### src/rtl/fjot_pkg.sv
// ----------------------------------------------------------------------------
// fjot_pkg: shared types and constants for the flat JSON object tokenizer
// Transaction payloads, result kinds, status and error codes, character set.
// ----------------------------------------------------------------------------
package fjot_pkg;

    // Input transaction: one character of object text
    typedef struct packed {
        logic [7:0] ch;
        logic       last;
    } in_item_t;

    // Output transaction: one result per character
    typedef struct packed {
        logic [2:0]  kind;
        logic [7:0]  out_char;
        logic [7:0]  string_length;
        logic [1:0]  status;
        logic [3:0]  error_code;
        logic [10:0] error_position;
    } out_item_t;

    // Result kinds
    localparam logic [2:0] KIND_NONE      = 3'd0;
    localparam logic [2:0] KIND_KEY_CHAR  = 3'd1;
    localparam logic [2:0] KIND_VAL_CHAR  = 3'd2;
    localparam logic [2:0] KIND_KEY_CLOSE = 3'd3;
    localparam logic [2:0] KIND_VAL_CLOSE = 3'd4;

    // Status codes
    localparam logic [1:0] STATUS_BUSY     = 2'd0;
    localparam logic [1:0] STATUS_COMPLETE = 2'd1;
    localparam logic [1:0] STATUS_ERROR    = 2'd2;

    // Error codes
    localparam logic [3:0] ERR_NONE         = 4'd0;
    localparam logic [3:0] ERR_BRACE        = 4'd1;
    localparam logic [3:0] ERR_QUOTE_AFTER  = 4'd2;
    localparam logic [3:0] ERR_QUOTE_BEFORE = 4'd3;
    localparam logic [3:0] ERR_COLON        = 4'd4;
    localparam logic [3:0] ERR_CLOSE_BRACE  = 4'd5;
    localparam logic [3:0] ERR_STRAY        = 4'd6;
    localparam logic [3:0] ERR_INCOMPLETE   = 4'd7;
    localparam logic [3:0] ERR_TOO_LONG     = 4'd8;

    // Syntax characters
    localparam logic [7:0] CH_OPEN_BRACE  = 8'h7B;
    localparam logic [7:0] CH_QUOTE       = 8'h22;
    localparam logic [7:0] CH_COLON       = 8'h3A;
    localparam logic [7:0] CH_COMMA       = 8'h2C;
    localparam logic [7:0] CH_CLOSE_BRACE = 8'h7D;
    localparam logic [7:0] CH_SPACE       = 8'h20;

    // Width of the character position index
    localparam int POS_WIDTH = 11;

endpackage

### src/rtl/fjot_in_stage.sv
// ----------------------------------------------------------------------------
// fjot_in_stage: input register of the tokenizer
// Captures one character transaction and holds it until the core takes it.
// ----------------------------------------------------------------------------
module fjot_in_stage (
    input  logic               clk,
    input  logic               rst_n,
    input  logic               in_valid,
    output logic               in_ready,
    input  fjot_pkg::in_item_t in_data,
    input  logic               take,
    output logic               item_valid,
    output fjot_pkg::in_item_t item
);

    logic               vld_reg;
    logic               vld_next;
    fjot_pkg::in_item_t data_reg;
    logic               load;

    // Accept when empty or when the held item leaves this cycle
    assign in_ready = !vld_reg || take;
    assign load     = in_valid && in_ready;

    always_comb
    begin
        vld_next = vld_reg;
        if (load)
        begin
            vld_next = 1'b1;
        end
        else if (take)
        begin
            vld_next = 1'b0;
        end
    end

    // Hold valid flag
    always_ff @(posedge clk or negedge rst_n)
    begin
        if (!rst_n)
        begin
            vld_reg <= 1'b0;
        end
        else
        begin
            vld_reg <= vld_next;
        end
    end

    // Hold payload
    always_ff @(posedge clk)
    begin
        if (load)
        begin
            data_reg <= in_data;
        end
    end

    assign item_valid = vld_reg;
    assign item       = data_reg;

endmodule

### src/rtl/fjot_core.sv
// ----------------------------------------------------------------------------
// fjot_core: phase machine of the tokenizer
// Decodes one character per step, updates the phase, string count, position
// and held error, and forms the result transaction.
// ----------------------------------------------------------------------------
module fjot_core #(
    parameter int MAX_STRING = 255,
    parameter int MAX_INPUT  = 2048
) (
    input  logic                clk,
    input  logic                rst_n,
    input  logic                step,
    input  fjot_pkg::in_item_t  item,
    output fjot_pkg::out_item_t result
);

    localparam int PosCapInt = ((MAX_INPUT - 1) < 2047) ? (MAX_INPUT - 1) : 2047;
    localparam logic [fjot_pkg::POS_WIDTH-1:0] PosCap = fjot_pkg::POS_WIDTH'(PosCapInt);
    localparam logic [7:0] MaxStr = 8'(MAX_STRING);

    // Phase codes
    localparam logic [2:0] PH_NONE     = 3'd0;
    localparam logic [2:0] PH_OBJ      = 3'd1;
    localparam logic [2:0] PH_KEY      = 3'd2;
    localparam logic [2:0] PH_KEY_DONE = 3'd3;
    localparam logic [2:0] PH_VAL      = 3'd4;
    localparam logic [2:0] PH_VAL_DONE = 3'd5;
    localparam logic [2:0] PH_CLOSED   = 3'd6;
    localparam logic [2:0] PH_ERROR    = 3'd7;

    logic [2:0]                      phase_reg, phase_next;
    logic [7:0]                      count_reg, count_next;
    logic [fjot_pkg::POS_WIDTH-1:0]  pos_reg, pos_next;
    logic [3:0]                      err_reg, err_next;
    logic [fjot_pkg::POS_WIDTH-1:0]  err_pos_reg, err_pos_next;
    logic [7:0]                      c;

    assign c = item.ch;

    always_comb
    begin
        phase_next   = phase_reg;
        count_next   = count_reg;
        err_next     = err_reg;
        err_pos_next = err_pos_reg;
        pos_next     = pos_reg;
        result       = '0;

        // Decode the character against the current phase
        unique case (phase_reg)
            PH_ERROR:
            begin
            end
            PH_KEY, PH_VAL:
            begin
                if (c == fjot_pkg::CH_QUOTE)
                begin
                    result.kind = (phase_reg == PH_KEY) ? fjot_pkg::KIND_KEY_CLOSE
                                                        : fjot_pkg::KIND_VAL_CLOSE;
                    result.string_length = count_reg;
                    phase_next = (phase_reg == PH_KEY) ? PH_KEY_DONE : PH_VAL_DONE;
                    count_next = '0;
                end
                else if (count_reg >= MaxStr)
                begin
                    phase_next   = PH_ERROR;
                    err_next     = fjot_pkg::ERR_TOO_LONG;
                    err_pos_next = pos_reg;
                end
                else
                begin
                    result.kind = (phase_reg == PH_KEY) ? fjot_pkg::KIND_KEY_CHAR
                                                        : fjot_pkg::KIND_VAL_CHAR;
                    result.out_char = c;
                    count_next = count_reg + 8'd1;
                end
            end
            PH_CLOSED:
            begin
                if (c != fjot_pkg::CH_SPACE)
                begin
                    phase_next   = PH_ERROR;
                    err_next     = fjot_pkg::ERR_STRAY;
                    err_pos_next = pos_reg;
                end
            end
            PH_NONE, PH_OBJ, PH_KEY_DONE, PH_VAL_DONE:
            begin
                if (c == fjot_pkg::CH_OPEN_BRACE)
                begin
                    if (phase_reg == PH_NONE)
                    begin
                        phase_next = PH_OBJ;
                    end
                    else
                    begin
                        phase_next   = PH_ERROR;
                        err_next     = fjot_pkg::ERR_BRACE;
                        err_pos_next = pos_reg;
                    end
                end
                else if (c == fjot_pkg::CH_QUOTE)
                begin
                    if (phase_reg == PH_OBJ)
                    begin
                        phase_next = PH_KEY;
                        count_next = '0;
                    end
                    else if (phase_reg == PH_KEY_DONE)
                    begin
                        phase_next = PH_VAL;
                        count_next = '0;
                    end
                    else
                    begin
                        phase_next   = PH_ERROR;
                        err_next     = (phase_reg == PH_VAL_DONE) ? fjot_pkg::ERR_QUOTE_AFTER
                                                                  : fjot_pkg::ERR_QUOTE_BEFORE;
                        err_pos_next = pos_reg;
                    end
                end
                else if (c == fjot_pkg::CH_COLON)
                begin
                    if (phase_reg == PH_OBJ || phase_reg == PH_VAL_DONE)
                    begin
                        phase_next   = PH_ERROR;
                        err_next     = fjot_pkg::ERR_COLON;
                        err_pos_next = pos_reg;
                    end
                end
                else if (c == fjot_pkg::CH_COMMA)
                begin
                    if (phase_reg == PH_VAL_DONE)
                    begin
                        phase_next = PH_OBJ;
                    end
                end
                else if (c == fjot_pkg::CH_CLOSE_BRACE)
                begin
                    if (phase_reg == PH_VAL_DONE)
                    begin
                        phase_next = PH_CLOSED;
                    end
                    else
                    begin
                        phase_next   = PH_ERROR;
                        err_next     = fjot_pkg::ERR_CLOSE_BRACE;
                        err_pos_next = pos_reg;
                    end
                end
                else if (c != fjot_pkg::CH_SPACE)
                begin
                    phase_next   = PH_ERROR;
                    err_next     = fjot_pkg::ERR_STRAY;
                    err_pos_next = pos_reg;
                end
            end
            default:
            begin
            end
        endcase

        // Flag an unfinished object on the last character
        if (item.last && phase_next != PH_CLOSED && phase_next != PH_ERROR)
        begin
            phase_next   = PH_ERROR;
            err_next     = fjot_pkg::ERR_INCOMPLETE;
            err_pos_next = pos_reg;
        end

        // Error replaces any character or marker
        if (phase_next == PH_ERROR)
        begin
            result.kind           = fjot_pkg::KIND_NONE;
            result.out_char       = '0;
            result.string_length  = '0;
            result.status         = fjot_pkg::STATUS_ERROR;
            result.error_code     = err_next;
            result.error_position = err_pos_next;
        end
        else if (item.last)
        begin
            result.status = fjot_pkg::STATUS_COMPLETE;
        end

        // Rearm after the last character, else advance the position
        if (item.last)
        begin
            phase_next   = PH_NONE;
            count_next   = '0;
            pos_next     = '0;
            err_next     = fjot_pkg::ERR_NONE;
            err_pos_next = '0;
        end
        else if (pos_reg < PosCap)
        begin
            pos_next = pos_reg + {{(fjot_pkg::POS_WIDTH-1){1'b0}}, 1'b1};
        end
    end

    // Advance state on each step
    always_ff @(posedge clk or negedge rst_n)
    begin
        if (!rst_n)
        begin
            phase_reg   <= PH_NONE;
            count_reg   <= '0;
            pos_reg     <= '0;
            err_reg     <= fjot_pkg::ERR_NONE;
            err_pos_reg <= '0;
        end
        else if (step)
        begin
            phase_reg   <= phase_next;
            count_reg   <= count_next;
            pos_reg     <= pos_next;
            err_reg     <= err_next;
            err_pos_reg <= err_pos_next;
        end
    end

endmodule

### src/rtl/fjot_out_stage.sv
// ----------------------------------------------------------------------------
// fjot_out_stage: result register of the tokenizer
// Holds one result transaction until the receiver takes it.
// ----------------------------------------------------------------------------
module fjot_out_stage (
    input  logic                clk,
    input  logic                rst_n,
    input  logic                load_valid,
    output logic                load_ready,
    input  fjot_pkg::out_item_t load_data,
    output logic                out_valid,
    input  logic                out_ready,
    output fjot_pkg::out_item_t out_data
);

    logic                vld_reg;
    logic                vld_next;
    fjot_pkg::out_item_t data_reg;
    logic                load;

    // Free when empty or when the held result is taken this cycle
    assign load_ready = !vld_reg || out_ready;
    assign load       = load_valid && load_ready;

    always_comb
    begin
        vld_next = vld_reg;
        if (load)
        begin
            vld_next = 1'b1;
        end
        else if (out_ready)
        begin
            vld_next = 1'b0;
        end
    end

    // Hold valid flag
    always_ff @(posedge clk or negedge rst_n)
    begin
        if (!rst_n)
        begin
            vld_reg <= 1'b0;
        end
        else
        begin
            vld_reg <= vld_next;
        end
    end

    // Hold payload
    always_ff @(posedge clk)
    begin
        if (load)
        begin
            data_reg <= load_data;
        end
    end

    assign out_valid = vld_reg;
    assign out_data  = data_reg;

endmodule

### src/rtl/flat_json_object_tokenizer.sv
// ----------------------------------------------------------------------------
// flat_json_object_tokenizer: streaming tokenizer for flat JSON objects
// Splits quoted keys and values into tagged characters and close markers.
// ----------------------------------------------------------------------------
// Usage:
//   Input channel (in_valid/in_ready/in_data) takes one character per
//   transaction; in_data.last marks the final character of an object, after
//   which the block rearms for the next object.
//   Output channel (out_valid/out_ready/out_data) gives exactly one result
//   transaction per character, in order.
//   Path: an accepted character waits in the input register, is decoded
//   when the result register can take it, and its result is written into
//   that register, from which it is offered on the output channel.
//   Throughput: one character per cycle while out_ready stays high, set by
//   the single decode step between the input register and the result register.
//   Reset: clears both stage valid flags and returns the phase machine to
//   the state before an opening brace with zero position and no error.
//   Stall: while out_ready is low the result register holds, the input
//   register fills, and in_ready drops once both are occupied.
// ----------------------------------------------------------------------------
module flat_json_object_tokenizer #(
    parameter int MAX_STRING = 255,
    parameter int MAX_INPUT  = 2048
) (
    input  logic                clk,
    input  logic                rst_n,
    input  logic                in_valid,
    output logic                in_ready,
    input  fjot_pkg::in_item_t  in_data,
    output logic                out_valid,
    input  logic                out_ready,
    output fjot_pkg::out_item_t out_data
);

    logic                item_valid;
    fjot_pkg::in_item_t  item;
    logic                load_ready;
    logic                step;
    fjot_pkg::out_item_t result;

    // Advance one character when the result register can take it
    assign step = item_valid && load_ready;

    fjot_in_stage u_in_stage (
        .clk        (clk),
        .rst_n      (rst_n),
        .in_valid   (in_valid),
        .in_ready   (in_ready),
        .in_data    (in_data),
        .take       (step),
        .item_valid (item_valid),
        .item       (item)
    );

    fjot_core #(
        .MAX_STRING (MAX_STRING),
        .MAX_INPUT  (MAX_INPUT)
    ) u_core (
        .clk    (clk),
        .rst_n  (rst_n),
        .step   (step),
        .item   (item),
        .result (result)
    );

    fjot_out_stage u_out_stage (
        .clk        (clk),
        .rst_n      (rst_n),
        .load_valid (item_valid),
        .load_ready (load_ready),
        .load_data  (result),
        .out_valid  (out_valid),
        .out_ready  (out_ready),
        .out_data   (out_data)
    );

endmodule
### config.mk
export PLATFORM = sky130hd
export DESIGN_NAME = flat_json_object_tokenizer
export DESIGN_NICKNAME = d
export VERILOG_FILES = /design/src/rtl/fjot_pkg.sv /design/src/rtl/fjot_in_stage.sv /design/src/rtl/fjot_core.sv /design/src/rtl/fjot_out_stage.sv /design/src/rtl/flat_json_object_tokenizer.sv
export SDC_FILE = /design/constraint.sdc
export NUM_CORES = 1
export LEC_CHECK = 0
export ABC_CLOCK_PERIOD_IN_PS = 3500
export BUFFER_PORTS_ARGS = -buffer_cell sky130_fd_sc_hd__buf_2
export CAP_MARGIN = 20
export CORE_AREA = 4 4 101 103
export DETAILED_ROUTE_END_ITERATION = 6
export DIE_AREA = 0 0 105 107
export PLACE_DENSITY = 0.82
export SYNTH_ARGS = -nofsm -noshare
export SYNTH_HDL_FRONTEND = slang
export SYNTH_SLANG_ARGS = --single-unit
### constraint.sdc
create_clock -name clk -period 3.5 [get_ports clk]
set_clock_uncertainty 0.05 [all_clocks]
set_input_delay 1.05 -clock clk [delete_from_list [all_inputs] [get_ports clk]]
set_output_delay 1.05 -clock clk [all_outputs]
set_load 0.03 [all_outputs]
**After elaboration in Yosys (flattened, before gate mapping)**

Cells that the tools add are included.

- Register bits: 84
- Latch bits: 0
- RAM bits: 0
- Bits in read-only memories: 0
- Input port bits: 13
- Output and inout port bits: 38
- Logic and storage cells: 131
- Memories: 0

- Add/subtract/negate cells: 2
- $mul: 0
- Div/mod/pow operators: 0
- Magnitude comparators: 2
- Eq/ne operators: 19
- Shift operators: 0
- Mux-type cells: 70
- Bitwise logic cells: 2
- Reductions and logical operators: 21

Operators by type and width:

| operator | count |
|---|---|
| $mux W11 | 18 |
| $mux W4 | 15 |
| $mux W8 | 7 |
| $mux W3 | 17 |
| $pmux W11 S3 | 1 |
| $eq A8 B6 Y1 const B | 3 |
| $eq A8 B7 Y1 const B | 2 |
| $pmux W8 S2 | 1 |
| $eq A3 B3 Y1 const B | 4 |
| $pmux W4 S3 | 1 |
| $add A11 B1 Y11 const B | 1 |
| $lt A11 B11 Y1 const B | 1 |
| $ne A3 B3 Y1 const B | 3 |
| $pmux W3 S3 | 1 |
| $add A8 B1 Y8 const B | 1 |
| $ge A8 B8 Y1 const B | 1 |
| $ne A8 B6 Y1 const B | 1 |
| $reduce_or A4 Y1 | 2 |
| $mux W1 | 7 |
| $eq A3 B2 Y1 const B | 2 |
| $reduce_and A6 Y1 | 1 |
| $reduce_bool A2 Y1 | 3 |
| $logic_and A1 B1 Y1 | 4 |
| $mux W2 | 2 |
| other kinds (12) | 17 |

**Longest topological paths before layout**

Gate-level depths: netlist of the first run.

- Word-level depth: 14
- Gate-level depth with buffers: 10

**Modules after synthesis**

A second synthesis of the first run with hierarchy kept.

- Cells, all modules: 502
- Area total of the unflattened synthesis: 4919.7 um2

By module, submodules not included:

| module | times used | cells each | area each (um2) | seq. area each (um2) |
|---|---|---|---|---|
| fjot_core | 1 | 448 | 3454.6 | 925.9 |
| fjot_out_stage | 1 | 40 | 1134.8 | 1106.1 |
| fjot_in_stage | 1 | 13 | 324.1 | 295.3 |
| flat_json_object_tokenizer | 1 | 1 | 6.3 | 0.0 |

**Least setup slack after synthesis of the first run**

Ideal clock, no wire load.

- Kind: input to register
- From: input out_ready
- To: register u_core.err_pos_reg[0] (netlist bit)
- Setup time: 0.087 ns
- Arrival: 3.072 ns
- Data required time: 3.363 ns
- Slack: 0.291 ns
- Cell stages on the path: 6
- Buffers on the path: 1
- Path through: nand2b_1 nand2_1 inv_1 clkbuf_1 nand2_1 o21ai_0

- Longest elaborated chain between the ends: 2

Ends and longest elaborated chain:

| what | line | RTL |
|---|---|---|
| from (decl) | flat_json_object_tokenizer.sv:31 | `input logic out_ready,` |
| $logic_or A1 B1 Y1 | fjot_out_stage.sv:22 | `assign load_ready = !vld_reg \|\| out_ready;` |
| $logic_and A1 B1 Y1 | flat_json_object_tokenizer.sv:42 | `assign step = item_valid && load_ready;` |
| net step | flat_json_object_tokenizer.sv:38 | `logic step;` |
| to (signal assigned) | fjot_core.sv:218 | `err_pos_reg <= err_pos_next;` |
| to (decl) | fjot_core.sv:35 | `logic [fjot_pkg::POS_WIDTH-1:0] err_pos_reg, err_pos_next;` |

The timed path passes the listed nets, and every way through them passes these cells.
A chain may end at the register's enable or synchronous reset.

**Final worst setup path of the first run**

- From: register u_in_stage.data_reg (netlist bit u_in_stage.item[8])
- To: register u_out_stage.data_reg (netlist bit u_out_stage.out_data[10]) (data pin)

- Longest elaborated chain between the ends: 13
- Elaborated cells on any way between the ends: 29
- Classes of those cells: eq/ne: 9; mux: 18; reduce/logical: 2

Ends and longest elaborated chain:

| what | line | RTL |
|---|---|---|
| from (decl) | fjot_in_stage.sv:18 | `fjot_pkg::in_item_t data_reg;` |
| from (signal assigned) | fjot_in_stage.sv:56 | `data_reg <= in_data;` |
| $ne A8 B6 Y1 | fjot_core.sv:80, fjot_core.sv:151 |  |
| $mux W3 | fjot_core.sv:80, fjot_core.sv:151 |  |
| $mux W3 | fjot_core.sv:138 | `else if (c == fjot_pkg::CH_CLOSE_BRACE)` |
| $mux W3 | fjot_core.sv:131 | `else if (c == fjot_pkg::CH_COMMA)` |
| $mux W3 | fjot_core.sv:122 | `else if (c == fjot_pkg::CH_COLON)` |
| $mux W3 | fjot_core.sv:102 | `else if (c == fjot_pkg::CH_QUOTE)` |
| $mux W3 | fjot_core.sv:89 | `if (c == fjot_pkg::CH_OPEN_BRACE)` |
| $pmux W3 S3 | fjot_core.sv:50 | `unique case (phase_reg)` |
| $ne A3 B3 Y1 | fjot_core.sv:164 | `if (item.last && phase_next != PH_CLOSED && phase_next != PH_ERROR)` |
| $logic_and A1 B1 Y1 (2 in a row) | fjot_core.sv:164 |  |
| $mux W3 | fjot_core.sv:164 |  |
| $eq A3 B3 Y1 | fjot_core.sv:172 | `if (phase_next == PH_ERROR)` |
| to (signal assigned) | fjot_out_stage.sv:56 | `data_reg <= load_data;` |
| to (decl) | fjot_out_stage.sv:18 | `fjot_pkg::out_item_t data_reg;` |

Several ways; a longest one is shown, not always the timed one.

==> results of run 1 <==
==> worst max-delay path: stages (launching register included) <==
cell and delay [ns]:
edfxtp_1 0.55, nand4b_1 0.54, nor2_1 0.44, o2111ai_1 0.25
o211ai_2 0.24, nand4_2 0.24, buf_4 0.24, a21o_1 0.15
o21ai_0 0.41
==> final cells by class <==
| class | count | area, um^2 | area share, % |
|---|---|---|---|
| inverter | 13 | 48.8 | 0.791 |
| sequential | 84 | 2330 | 37.7 |
| tap | 111 | 139 | 2.25 |
| multi-input combinational | 453 | 2940 | 47.6 |
| clock inverter | 7 | 65.1 | 1.05 |
| timing repair buffer | 87 | 528 | 8.56 |
| clock buffer | 9 | 124 | 2.01 |
==> logic make-up (layout without fill, tap and decap cells) <==
| family | count (synthesis) | in the layout | share of synthesized area [%] |
|---|---|---|---|
| AOI/OAI and AO/OA | 200 | 200 | 25.6 |
| and+or+nand+nor | 228 | 228 | 23.0 |
| adders and majority gates | 2 | 2 | 0.453 |
| xor gates and xnor gates | 10 | 10 | 1.59 |
| muxes | 13 | 13 | 2.40 |
| DFF | 84 | 84 | 42.1 |
| buffers and inverters | 64 | 116 | 4.82 |
==> stage by stage <==
step	utilization [%]	hold WS (ns)	setup slack (ns)	std cells	power, mW
detailed placement	65.0	0.438	0.183	748	2.55
floorplan	-	0.407	0.291	601	2.11
global placement	65.0	0.429	0.314	748	2.53
global route	67.1	0.487	0.0475	764	3.42
finish	67.1	0.459	0.127	764	3.27
CTS	67.1	0.463	0.162	764	3.23
==> cell usage after synthesis, types with 5 or more instances <==
master / number / area (um^2)
a211oi_1: 6 / 45.0
mux2i_1: 11 / 110
o21bai_1: 6 / 45.0
nor2b_1: 6 / 37.5
and2_1: 11 / 68.8
nor2_1: 41 / 154
nand2_1: 65 / 244
nand3_1: 15 / 75.1
o211ai_1: 6 / 45.0
a21oi_1: 23 / 115
buf_2: 9 / 45.0
nand2b_1: 9 / 56.3
a222oi_1: 5 / 50.1
clkbuf_1: 39 / 146
nor3_1: 13 / 65.1
edfxtp_1: 45 / 1350
nor4_1: 6 / 37.5
a221oi_1: 7 / 61.3
a22o_1: 6 / 52.6
o21a_1: 5 / 37.5
dfrtp_1: 39 / 976
and3_1: 9 / 56.3
o31ai_1: 7 / 52.6
a22oi_1: 6 / 45.0
o221ai_1: 11 / 96.3
nand4_1: 11 / 68.8
inv_1: 12 / 45.0
a31oi_1: 13 / 81.3
and2_4: 8 / 70.1
o21ai_0: 52 / 260
xor2_1: 6 / 52.6
o22ai_1: 11 / 68.8
==> report_power, final <==
group	total, mW	internal [mW]	switching (mW)
Combinational	1.24	0.423	0.817
Sequential	1.34	1.18	0.157
Clock	0.694	0.277	0.417
Total	3.27	1.88	1.39
==> worst paths after layout <==
path	endpoint	cells after the start	start
max	u_out_stage.out_data[10]	8	u_in_stage.item[8]
min reg2reg	u_out_stage.out_valid	1	u_in_stage.item_valid
min	u_out_stage.out_valid	1	u_in_stage.item_valid
min in group asynchronous	u_core.pos_reg[6]	1	rst_n
max reg2reg	u_out_stage.out_data[10]	8	u_in_stage.item[8]
max in group asynchronous	u_core.err_pos_reg[9]	1	rst_n
==> metal layers <==
metal  GRT usage [%]  routed length [um]  up-vias
met4            13.2                 675        0
met1            45.3                7320     2513
met3            6.44                2040       61
met5               0                   0        -
met2            48.7                7820      366
li1                -                   -     2398
==> timing repair <==
| action | 4_1_cts | 5_1_grt |
|---|---|---|
| gates resized for setup | 0 | 1 |
| endpoints found under the setup margin | 0 | 8 |
| hold buffers | 0 | 0 |
==> out/summary.txt, run 1 <==
Reg2reg setup slack - 0.13 ns
Ys Warns - 0
First-pass GRT wire length - 28.1 mm
Clk Tree Root Cell - clkbuf_8
Relative slew margins - 33.3%
Crit path kind - reg -> reg
CTS tree - done
Hold Fails Final Rpt - 0
Row count - 35
Slew Viols, Final - 0
Vertical die dimension - 107 um
CTS Buf Count - 9
Critical-path maximum fanout - 9
Post-route DRC - 0
Synthesized flop and latch total - 84
Post-synth ARST share - 46.4%
Drt pass-1 iters - 6
Port Buffers - 50
Final #Nets - 663
Dpl cell area - 5980 um^2
Post-Synthesis Cells - 601
Vias in the first global route - 5033
Synth unique cells - 80
Die width - 105 um
Setup_tns - 0 ns
Via count - 5338
Post-Route WL - 17.9 mm
Core area - 9200 um^2
Status - finished, final reports clean
Diodes inserted - 0
Via density - 6.99
H-tree Lvls - 3
Starting Density - 60.1%
Mapped Nets - 616
Synthesized cell area - 5530 um^2
Routed Antenna Nets - 0
Measured slew at the worst slew-check pin - 0.989 ns
Ys flop type - edfxtp_1
Tot GR Track Use - 32.2%
Worst min-delay path category - reg -> reg
WL/cell - 23.4 um
Element type at the critical path start - flip-flop
DIE AREA - 11200 um^2
RSZ-0062 raised after global routing - no
Setup bufs post-CTS - 0
EDFF count, synth - 45
Initial drt markers - 658
Worst EP arrival - 3.43 ns
GPL Wtd Cong - 1.06
CP Data Required Time - 3.55 ns
Clock Sinks - 84
Commonest non-fill, non-tap cell in the layout - nand2_1
Synth-to-layout area growth - 11.7%
Final Cell Area - 6170 um^2
Setup violators final - 0
Fmax - 296 MHz
Fillers - 712
Maximum Capacitance Violations - 0
Peak supply drop - 309 uV
Clock-pin slew on the worst setup and hold paths - 0.10 ns
Fraction of layout cells with a size suffix above 1 - 20.8%
Commonest cells after routing, fill and taps aside - nand2_1 (65), o21ai_0 (52), buf_2 (50)
HPWL after detailed placement - 12.7 mm
Pleak - 2.38 nW
Final period utilization - 96.4%
Post-synthesis average cell area - 9.19 um^2
Clock buffer depth - 2
Register area share after synthesis - 42.1%
Later-pin clock latency in the skew report - 0.36 ns
IO Pins - 51
PwrDens - 530 nW/um^2
Initial antenna violation count - 0
Largest register FFs - 36
Largest net degree at the start of global routing - 40
Final Critical Period - 3.37 ns
Grt total ovfl - 0
Critical path endpoint category - flip-flop
Power figures use the tool's default switching activity.
==> run 2: changes to the inputs <==
--- a/config.mk
+++ b/config.mk
@@ -9,9 +9,10 @@
 export BUFFER_PORTS_ARGS = -buffer_cell sky130_fd_sc_hd__buf_2
 export CAP_MARGIN = 20
 export CORE_AREA = 4 4 101 103
+export CTS_CLUSTER_DIAMETER = 40
 export DETAILED_ROUTE_END_ITERATION = 6
 export DIE_AREA = 0 0 105 107
-export PLACE_DENSITY = 0.82
+export PLACE_DENSITY = 0.8
 export SYNTH_ARGS = -nofsm -noshare
 export SYNTH_HDL_FRONTEND = slang
 export SYNTH_SLANG_ARGS = --single-unit
==> run 2 against run 1 <==
Effect of this change:
- sequential power is essentially flat
- clock power grew 0.9%
- design area grew 1.5%
- sequential share of layout area shrank 0.57 points
- critical path type unchanged
- final cell count grew 1.6%
- non-clock buffer count grew 12
- first-iteration DRC count grew 22%
- via count grew 2.2%
==> out/summary.txt, run 2 (same netlist as run 1, synthesis figures left out) <==
Int Power - 1.91 mW (was 1.88 mW)
Peak supply drop - 266 uV (was 309 uV)
Critical path endpoint category - flip-flop (unchanged)
CP Data Required Time - 3.56 ns (was 3.55 ns)
Clk pwr share - 21.1% (was 21.2%)
Clock-pin slew on the worst setup and hold paths - 0.10 ns (about the same)
First-pass GRT wire length - 29.2 mm (was 28.1 mm)
Largest register FFs - 36 (unchanged)
Fraction of layout cells with a size suffix above 1 - 22.3% (was 20.8%)
Critical-path maximum fanout - 9 (unchanged)
Later-pin clock latency in the skew report - 0.37 ns (was 0.36 ns)
CTS tree - done (unchanged)
CTS Buf Count - 9 (unchanged)
Critical path's largest stage delay - 0.55 ns (about the same)
Post-CTS sizing - 0 (unchanged)
Diodes inserted - 0 (unchanged)
Grt total ovfl - 0 (unchanged)
Final #Nets - 675 (was 663)
Commonest cells after routing, fill and taps aside - nand2_1 (65), o21ai_0 (52), buf_2 (50) (unchanged)
Area of the multi-input gates - 2940 um^2 (unchanged)
Hold buffers post-CTS - 0 (unchanged)
Pleak - 2.45 nW (was 2.38 nW)
Finished Layout Cells - 776 (was 764)
Synth-to-layout area growth - 13.4% (was 11.7%)
Measured slew at the worst slew-check pin - 1.02 ns (was 0.989 ns)
Sequential Area - 2330 um^2 (unchanged)
R2R depth - 8 (unchanged)
Die width - 105 um (unchanged)
Via density - 7.03 (was 6.99)
Comb pwr share - 38.9% (was 37.9%)
Tot GR Track Use - 33.3% (was 32.2%)
Row count - 35 (unchanged)
Post-Route WL - 18.2 mm (was 17.9 mm)
Routed Antenna Nets - 0 (unchanged)
Clock buffer depth - 2 (unchanged)
Vias in the first global route - 5285 (was 5033)
Final period utilization - 92.0% (was 96.4%)
Final Critical Period - 3.22 ns (was 3.37 ns)
HPWL after detailed placement - 13.1 mm (was 12.7 mm)
Initial antenna violation count - 0 (unchanged)
Element type at the critical path start - flip-flop (unchanged)
Setup_tns - 0 ns (unchanged)
Setup violators final - 0 (unchanged)
H-tree Lvls - 3 (unchanged)
Commonest non-fill, non-tap cell in the layout - nand2_1 (unchanged)
Port Buffers - 50 (unchanged)
Starting Density - 60.1% (unchanged)
Initial drt markers - 804 (was 658)
Crit path max-delay cell type - edfxtp_1 (unchanged)
Maximum Capacitance Violations - 0 (unchanged)
PwrDens - 530 nW/um^2 (about the same)
Crit-path cells - nand4b_1, nor4_1, buf_4, nor3_1, a2111o_1, a311oi_1, o21ba_2, o221ai_1 (was nand4b_1, nor2_1, o2111ai_1, o211ai_2, nand4_2, buf_4, a21o_1, o21ai_0)
DIE AREA - 11200 um^2 (unchanged)
Via count - 5455 (was 5338)
Clock Sinks - 84 (unchanged)
Setup bufs post-CTS - 0 (unchanged)
Drt pass-1 iters - 7 (was 6)
Status - finished, final reports clean (unchanged)
GPL Wtd Cong - 1.08 (was 1.06)
Vertical die dimension - 107 um (unchanged)
IO Pins - 51 (unchanged)
Relative slew margins - 31.5% (was 33.3%)
Clk Tree Root Cell - clkbuf_8 (unchanged)
Slew Viols, Final - 0 (unchanged)
Worst min-delay path category - reg -> reg (unchanged)
Post-route DRC - 0 (unchanged)
Fmax - 311 MHz (was 296 MHz)
Core area - 9200 um^2 (unchanged)
P_sw - 1.41 mW (was 1.39 mW)
Crit path kind - reg -> reg (unchanged)
Reg power frac - 40.1% (was 40.9%)
Fillers - 734 (was 712)
Sw frac - 42.5% (about the same)
Hold Path Stages - 1 (unchanged)
Largest net degree at the start of global routing - 40 (unchanged)
WL/cell - 23.4 um (about the same)
Hold Fails Final Rpt - 0 (unchanged)
Worst EP arrival - 3.28 ns (was 3.43 ns)
Inst Count DP - 760 (was 748)
RSZ-0062 raised after global routing - no (unchanged)
==> run 2: cell types whose count changed in the layout (fill, tap and decap cells not counted) <==
| cell | previous run | this run |
|---|---|---|
| inv_8 | 2 | 3 |
| buf_4 | 37 | 49 |
| clkinvlp_4 | 1 | 0 |
| clkinv_4 | 1 | 3 |
| inv_6 | 3 | 1 |
==> run 2: path summary, 6_finish.rpt <==
path                                       start                 endpoint  slack (ns)
hold / removal             u_in_stage.item_valid    u_out_stage.out_valid        0.46
max in group asynchronous                  rst_n      u_core.phase_reg[2]        1.98
hold reg to reg            u_in_stage.item_valid    u_out_stage.out_valid        0.46
setup reg to reg              u_in_stage.item[8]  u_out_stage.out_data[6]        0.28
min in group asynchronous                  rst_n    u_in_stage.item_valid        0.77
setup / recovery              u_in_stage.item[8]  u_out_stage.out_data[6]        0.28
==> run 2: power by group through the flow <==
stage                     combinational [mW]  sequential, mW  clock, mW
final                                   1.29            1.33      0.700
after global routing                    1.37            1.35      0.753
after CTS                               1.24            1.32      0.706
after detailed placement                1.24            1.34          0
after global placement                  1.23            1.34          0
after floorplan                        0.741            1.37          0
==> run 2: metrics by stage <==
step / utilization, % / area, um^2 / hold slack [ns] / power (mW) / setup slack (ns)
final: 68.1 / 6260 / 0.461 / 3.32 / 0.280
after CTS: 68.1 / 6260 / 0.474 / 3.27 / 0.140
after global routing: 68.1 / 6260 / 0.486 / 3.47 / 0.0557
after floorplan: - / 5530 / 0.407 / 2.11 / 0.291
after detailed placement: 66.0 / 6070 / 0.449 / 2.58 / 0.188
after global placement: 66.0 / 6070 / 0.427 / 2.57 / 0.363
==> run 2: critical path: cells and delay by family, from the launching register on <==
family | cells | cell delay (ns)
AO/OA/AOI/OAI | 4 | 1.12
buffers and inverters | 1 | 0.20
flip-flops | 1 | 0.55
AND/OR/NAND/NOR | 3 | 1.03
==> run 2: layer usage <==
metal	GRT usage, %	vias to the layer above	part of all wire, %
li1	-	2421	-
met1	45.0	2530	39
met2	51.6	433	44
met3	7.53	71	13
met4	14.3	0	4.3
met5	0	-	0
==> run 2: area by class of cell <==
type,count,area share [%]
multi-input combinational,453,46.9
sequential,84,37.2
timing repair buffer,99,9.87
tap,111,2.22
clock buffer,9,1.98
clock inverter,7,1.10
inverter,13,0.779
